File: src/rtl/perceptron_branch_predictor_defines.svh
// Assertion macros shared by the perceptron predictor RTL.
`ifndef PERCEPTRON_BRANCH_PREDICTOR_DEFINES_SVH
`define PERCEPTRON_BRANCH_PREDICTOR_DEFINES_SVH

// Same-cycle implication, sampled on clk, quiet while rst_n is low.
`define PBP_ASSERT_IMPLY(lbl, ante, cons, msg) \
    lbl: assert property (@(posedge clk) disable iff (!rst_n) (ante) |-> (cons)) \
        else $error(msg);

// Next-cycle implication, sampled on clk, quiet while rst_n is low.
`define PBP_ASSERT_NEXT(lbl, ante, cons, msg) \
    lbl: assert property (@(posedge clk) disable iff (!rst_n) (ante) |=> (cons)) \
        else $error(msg);

`endif

File: src/rtl/pbp_pkg.sv
// Shared types and constants of the perceptron branch predictor.
package pbp_pkg;

    localparam int INDEX_W    = 8;
    localparam int CFG_IDX_W  = 2;
    localparam int CFG_DATA_W = 12;
    localparam int HLEN_W     = 5;
    localparam int COUNT_W    = 9;
    localparam int THRESH_W   = 12;
    localparam int SUM_OUT_W  = 13;
    localparam int LANES      = 8;
    localparam int LOG_LANES  = 3;

    localparam logic [CFG_IDX_W-1:0] REG_HISTORY_LENGTH     = 2'd0;
    localparam logic [CFG_IDX_W-1:0] REG_PERCEPTRON_COUNT   = 2'd1;
    localparam logic [CFG_IDX_W-1:0] REG_TRAINING_THRESHOLD = 2'd2;

    localparam logic [HLEN_W-1:0]   HLEN_RESET   = 5'd16;
    localparam logic [COUNT_W-1:0]  COUNT_RESET  = 9'd256;
    localparam logic [THRESH_W-1:0] THRESH_RESET = 12'd32;

    // History entry codes: +1, -1, empty
    localparam logic [1:0] HIST_TAKEN     = 2'b01;
    localparam logic [1:0] HIST_NOT_TAKEN = 2'b11;
    localparam logic [1:0] HIST_EMPTY     = 2'b00;

    typedef struct packed {
        logic clear;   // write a zero row at the sweep address
        logic load;    // latch the word, read its row
        logic accum;   // add one chunk of terms
        logic finish;  // report, train, shift history
    } pbp_cmd_t;

    typedef struct packed {
        logic clear_last;
        logic chunk_last;
        logic item_invalid;
    } pbp_sts_t;

endpackage

File: src/rtl/pbp_ctrl.sv
// Sequencer of the perceptron predictor: clear sweep, sum loop, finish.
`include "perceptron_branch_predictor_defines.svh"

module pbp_ctrl (
    input  logic              clk,
    input  logic              rst_n,
    input  logic              start,
    input  pbp_pkg::pbp_sts_t sts,
    output logic              busy,
    output pbp_pkg::pbp_cmd_t cmd
);
    import pbp_pkg::*;

    localparam logic [1:0] ST_CLEAR  = 2'd0;
    localparam logic [1:0] ST_IDLE   = 2'd1;
    localparam logic [1:0] ST_SUM    = 2'd2;
    localparam logic [1:0] ST_FINISH = 2'd3;

    logic [1:0] state_reg;
    logic [1:0] state_next;

    always_ff @(posedge clk or negedge rst_n)
    begin
        if (!rst_n)
        begin
            state_reg <= ST_CLEAR;
        end
        else
        begin
            state_reg <= state_next;
        end
    end

    always_comb
    begin
        state_next = state_reg;
        cmd        = '0;
        unique case (state_reg)
            ST_CLEAR:
            begin
                cmd.clear = 1'b1;
                if (sts.clear_last)
                begin
                    state_next = ST_IDLE;
                end
            end
            ST_IDLE:
            begin
                if (start)
                begin
                    cmd.load   = 1'b1;
                    state_next = sts.item_invalid ? ST_FINISH : ST_SUM;
                end
            end
            ST_SUM:
            begin
                cmd.accum = 1'b1;
                if (sts.chunk_last)
                begin
                    state_next = ST_FINISH;
                end
            end
            ST_FINISH:
            begin
                cmd.finish = 1'b1;
                state_next = ST_IDLE;
            end
            default:
            begin
                state_next = ST_CLEAR;
            end
        endcase
    end

    assign busy = (state_reg != ST_IDLE);

    `PBP_ASSERT_IMPLY(a_cmd_onehot0, 1'b1, $onehot0(cmd), "more than one command at once")
    `PBP_ASSERT_NEXT(a_load_leaves_idle, cmd.load, state_reg == ST_SUM || state_reg == ST_FINISH, "load did not start work")
    `PBP_ASSERT_NEXT(a_finish_frees, cmd.finish, !busy, "still busy after finish")

endmodule

File: config.mk
export PLATFORM = sky130hd
export DESIGN_NAME = pbp_ctrl
export DESIGN_NICKNAME = d
export VERILOG_FILES = /design/src/rtl/pbp_pkg.sv /design/src/rtl/pbp_ctrl.sv
export VERILOG_INCLUDE_DIRS = /design/src /design/src/rtl
export SDC_FILE = /design/constraint.sdc
export NUM_CORES = 1
export LEC_CHECK = 0
export BUFFER_PORTS_ARGS = -buffer_cell sky130_fd_sc_hd__clkbuf_2
export CAP_MARGIN = 10
export CORE_AREA = 3 3 40 42
export CTS_BUF_LIST = sky130_fd_sc_hd__clkbuf_16
export CTS_CLUSTER_DIAMETER = 80
export DETAILED_ROUTE_END_ITERATION = 7
export DIE_AREA = 0 0 43 45
export PLACE_DENSITY = 0.3
export SLEW_MARGIN = 15
export SYNTH_ARGS = -nofsm -noshare
export SYNTH_HDL_FRONTEND = slang
export SYNTH_SLANG_ARGS = --single-unit
File: constraint.sdc
create_clock -name clk -period 1.93 [get_ports clk]
set_input_delay 0.193 -clock clk [delete_from_list [all_inputs] [get_ports clk]]
set_output_delay 0.193 -clock clk [all_outputs]
set_load 0.01 [all_outputs]
Yosys cells after proc, flatten, opt, wreduce, memory -nomap -nowiden
Cells that the tools add are included.

word-level totals
  register bits = 2
  bits in latches = 0
  bits in writable memories = 0
  bits in read-only memories = 0
  input bits = 6
  output and inout port bits = 5
  logic and storage cells = 20
  memories = 0

operators by class
  add/subtract/negate cells = 0
  multiply operators = 0
  divide/modulo/power cells = 0
  order comparisons = 0
  eq/ne operators = 7
  shift-type cells = 0
  multiplexer cells = 10
  bitwise gates (word level) = 0
  reduce and logical (&&, ||, !) cells = 2

operator list
  cell                                                                     count
  2-bit case mux with 4 select lines                                       1
  1-bit two-way mux                                                        6
  2-bit two-way mux                                                        3
  2-bit inequality test, second input constant                             3
  2-bit equality test, second input constant                               2
  3-bit AND reduction                                                      1
  2-bit by 1-bit equality test with 1-bit output, second input constant    1
  2-bit logical NOT                                                        1
  2-bit by 1-bit inequality test with 1-bit output, second input constant  1

Depth between registers and ports, before layout
  depth in word-level cells = 3
  gate-level depth with buffers = 5
  depth with buffers taken out = 5

Worst setup path after synthesis
OpenSTA, ideal clock, no wires.

  path type = register to register
  from = register state_reg[0]
  to = register state_reg[0]
  setup time = 0.079 ns
  data arrival time = 1.340 ns
  data required time = 1.851 ns
  path slack = 0.510 ns
  stages on the path, launching flop included = 5
  path buffers = 0
  period minus slack after synthesis = 1.420 ns
  cell sequence = dfrtp_1 > inv_1 > ha_1 > a222oi_1 > mux2i_1

between the ends
  longest elaborated chain between the ends = 3
  elaborated cells between the ends (all ways) = 9
  those cells by class = eq/ne: 6; mux: 1; reduce/logical: 2

RTL lines
  what                                               RTL line        source
  start, declared                                    pbp_ctrl.sv:19  logic [1:0] state_reg;
  start signal, assigned                             pbp_ctrl.sv:30  state_reg <= state_next;
  2-bit equality test, or another cell as far along  pbp_ctrl.sv:38  unique case (state_reg)
  2-bit inequality test (no line)                    --
  3-bit AND reduction (no line)                      --

Parallel ways exist; a longest one is shown, timed or not.
A chain may end at the register's enable or synchronous reset.

Worst setup path after layout
  from = register state_reg[1]
  to = register state_reg[1]

The elaborated chain is that of the path after synthesis.

==> summary.md <==
| Metric | Value |
|---|---|
| Final cycle utilization of the critical path | `0.796` |
| Die ar. | `1940 sq um` |
| Slew @ Worst Pin | `0.494 ns` |
| Root buffer selected by CTS | `clkbuf_16` |
| Starting Density | `0.140` |
| Crit-path slowest cell | `a222oi_1` |
| Post-Syn Area | `180 sq um` |
| Power Density | `1930 nW/um^2` |
| Commonest cells after routing, fill and taps aside | `clkbuf_2, inv_1, ha_1, clkbuf_16` |
| Area of the core | `1280 sq um` |
| Syn avg cell area | `9.48 sq um` |
| Leakage | `0.202 nW` |
| First-pass GRT wire length | `731 microns` |
| Netlist cell types | `7` |
| Outcome | `complete, no violations` |
| Post-DP HPWL | `350 microns` |
| Initial antenna violation count | `0` |
| Largest net degree at the start of global routing | `5` |
| Commonest non-fill, non-tap cell in the layout | `clkbuf_2` |
| Crit Path Class | `register to register` |
| Clk sinks | `2` |
| FP Rows | `13` |
| Sequential fraction of the synthesis area | `0.278` |
| Final min period | `1.54 ns` |
| Number of max-cap violations | `0` |
| Final nets | `46` |
| Critical path data required time | `2.06 ns` |
| CTS tree | `built` |
| Clk slew on worst S/H paths | `0.03 ns` |
| Crit-path max FO | `4` |
| Ys Warns | `0` |
| Die X | `43 microns` |
| Post-Route WL | `445 microns` |
| Boundary Pins | `11` |
| Die Ht | `45 microns` |
| Setup Buffers After CTS | `0` |
| VDD IR max | `0.782 mV` |
| Layout cells sized above 1 | `0.394` |
| Drt drc | `0` |
| Worst Hold Class | `primary input to asynchronous set/reset pin` |
| Vias in the first global route | `191` |
| Skew final | `0.0000252 ns` |
| DRT Pass-1 Iters | `3` |
| Rel. slew slack | `0.671` |
| R2r startpoint | `state_reg[1]` |
| DRT iter0 DRCs | `2` |
| Final core utilization | `0.260` |
| CP Launch Type | `register` |
| R2R cell count | `4` |
| CP cell instances | `inv_1, ha_1, a222oi_1, mux2i_1` |
| Antenna Cells | `0` |
| RSZ-0062 raised after global routing | `no` |
| Routed Antenna Nets | `0` |
| Synth Net Count | `30` |
| # H-tree levels | `1` |
| Worst setup EP type | `register` |
| Synthesized flop and latch total | `2` |
| Synth-to-layout area growth | `85.4%` |
| Num CTS Buffers | `3` |
| Port Buffer Count | `10` |
| Reg2reg end | `state_reg[1]` |
| Clk Latency, worst-skew pair | `0.22 ns` |
| Vias | `174` |
| Final Hold Fails | `0` |
| WL per Instance | `9.27 microns` |
| Number of flip-flops in the largest register | `2` |
| Final Max Slew Viols | `0` |
| # hold bufs at CTS | `1` |
| Resized cells post-CTS | `0` |
| Fmax | `651 MHz` |
| Crit path from | `state_reg[1]` |
| CP max stage delay | `0.50 ns` |
| Clock buffer depth | `2` |
| Cells after DPL | `44` |
| Worst hold slack | `0.298 ns` |
| Arr. time, crit path | `1.67 ns` |
| Fin cells | `48` |
| GRT Total Usage | `0.0550` |
| Grt total ovfl | `0` |
| Vias per cell | `3.63` |
| Final Wtd Congestion | `0.638` |
| Setup slack, reg-to-reg | `0.39 ns` |
| Final setup viols | `0` |
| Setup TNS | `0 ns` |
| Synth Instances | `19` |
## worst max-delay path: cells and delay by family (launching register included)
kind | cells | cell delay (ns)
flip-flops | 1 | 0.38
adder cells (fa/ha/maj) | 1 | 0.22
AO/OA/AOI/OAI | 1 | 0.50
multiplexers | 1 | 0.26
buffers and inverters | 1 | 0.09
## per-stage QoR
| stage | area (sq um) | total power [mW] | worst slack, ns |
|---|---|---|---|
| 6_report | 334 | 0.645 | 0.394 |
| 5_1_grt | 334 | 0.695 | 0.291 |
| 4_1_cts | 334 | 0.663 | 0.363 |
| 3_5_place_dp | 249 | 0.343 | 0.369 |
| 3_3_place_gp | 249 | 0.341 | 0.414 |
| 2_1_floorplan | 180 | 0.259 | 0.510 |
## layer usage
metal | up-vias | global-route usage | routed length, microns
met5 | - | 0 | 0
met4 | 0 | 0.0723 | 0
met3 | 0 | 0.0199 | 38
met2 | 6 | 0.0808 | 230
met1 | 81 | 0.0530 | 176
li1 | 87 | - | -
## kinds of logic (layout without fill, tap and decap cells)
family | after synthesis | count (layout) | share of synthesized area
adder cells (fa/ha/maj) | 5 | 5 | 0.347
AO/OA/AOI/OAI | 2 | 2 | 0.0972
buffers and inverters | 7 | 21 | 0.146
flip-flops | 2 | 2 | 0.278
multiplexers | 2 | 2 | 0.111
AND/OR/NAND/NOR | 1 | 1 | 0.0208
## cells in the mapped netlist
| cell | instances | area (sq um) |
|---|---|---|
| ha_1 | 5 | 62.6 |
| nor2_1 | 1 | 3.75 |
| dfrtp_1 | 2 | 50.1 |
| a222oi_1 | 1 | 10.0 |
| mux2i_1 | 2 | 20.0 |
| a211oi_1 | 1 | 7.51 |
| inv_1 | 7 | 26.3 |
## final cells by class
type / instances / area [sq um]
clock buffer: 3 / 75.1
fill: 137 / 951
timing repair buffer: 11 / 60.1
sequential: 2 / 50.0
tap: 15 / 18.8
inverter: 7 / 26.3
multi-input combinational: 10 / 104
## power breakdown
group / total, mW / internal, mW / switching, mW
registers: 0.0868 / 0.0660 / 0.0208
clock network: 0.310 / 0.263 / 0.0461
logic: 0.248 / 0.109 / 0.139
## worst max-delay path by stage
| stage | to | slack [ns] | cells past startpoint |
|---|---|---|---|
| 2_1_floorplan | state_reg[0] | 0.51 | 4 |
| 3_3_place_gp | state_reg[0] | 0.41 | 4 |
| 3_5_place_dp | state_reg[1] | 0.37 | 4 |
| 4_1_cts | state_reg[1] | 0.36 | 4 |
| 5_1_grt | state_reg[1] | 0.29 | 4 |
| 6_report | state_reg[1] | 0.39 | 4 |
Note: power is estimated with default switching activity, not from simulation.
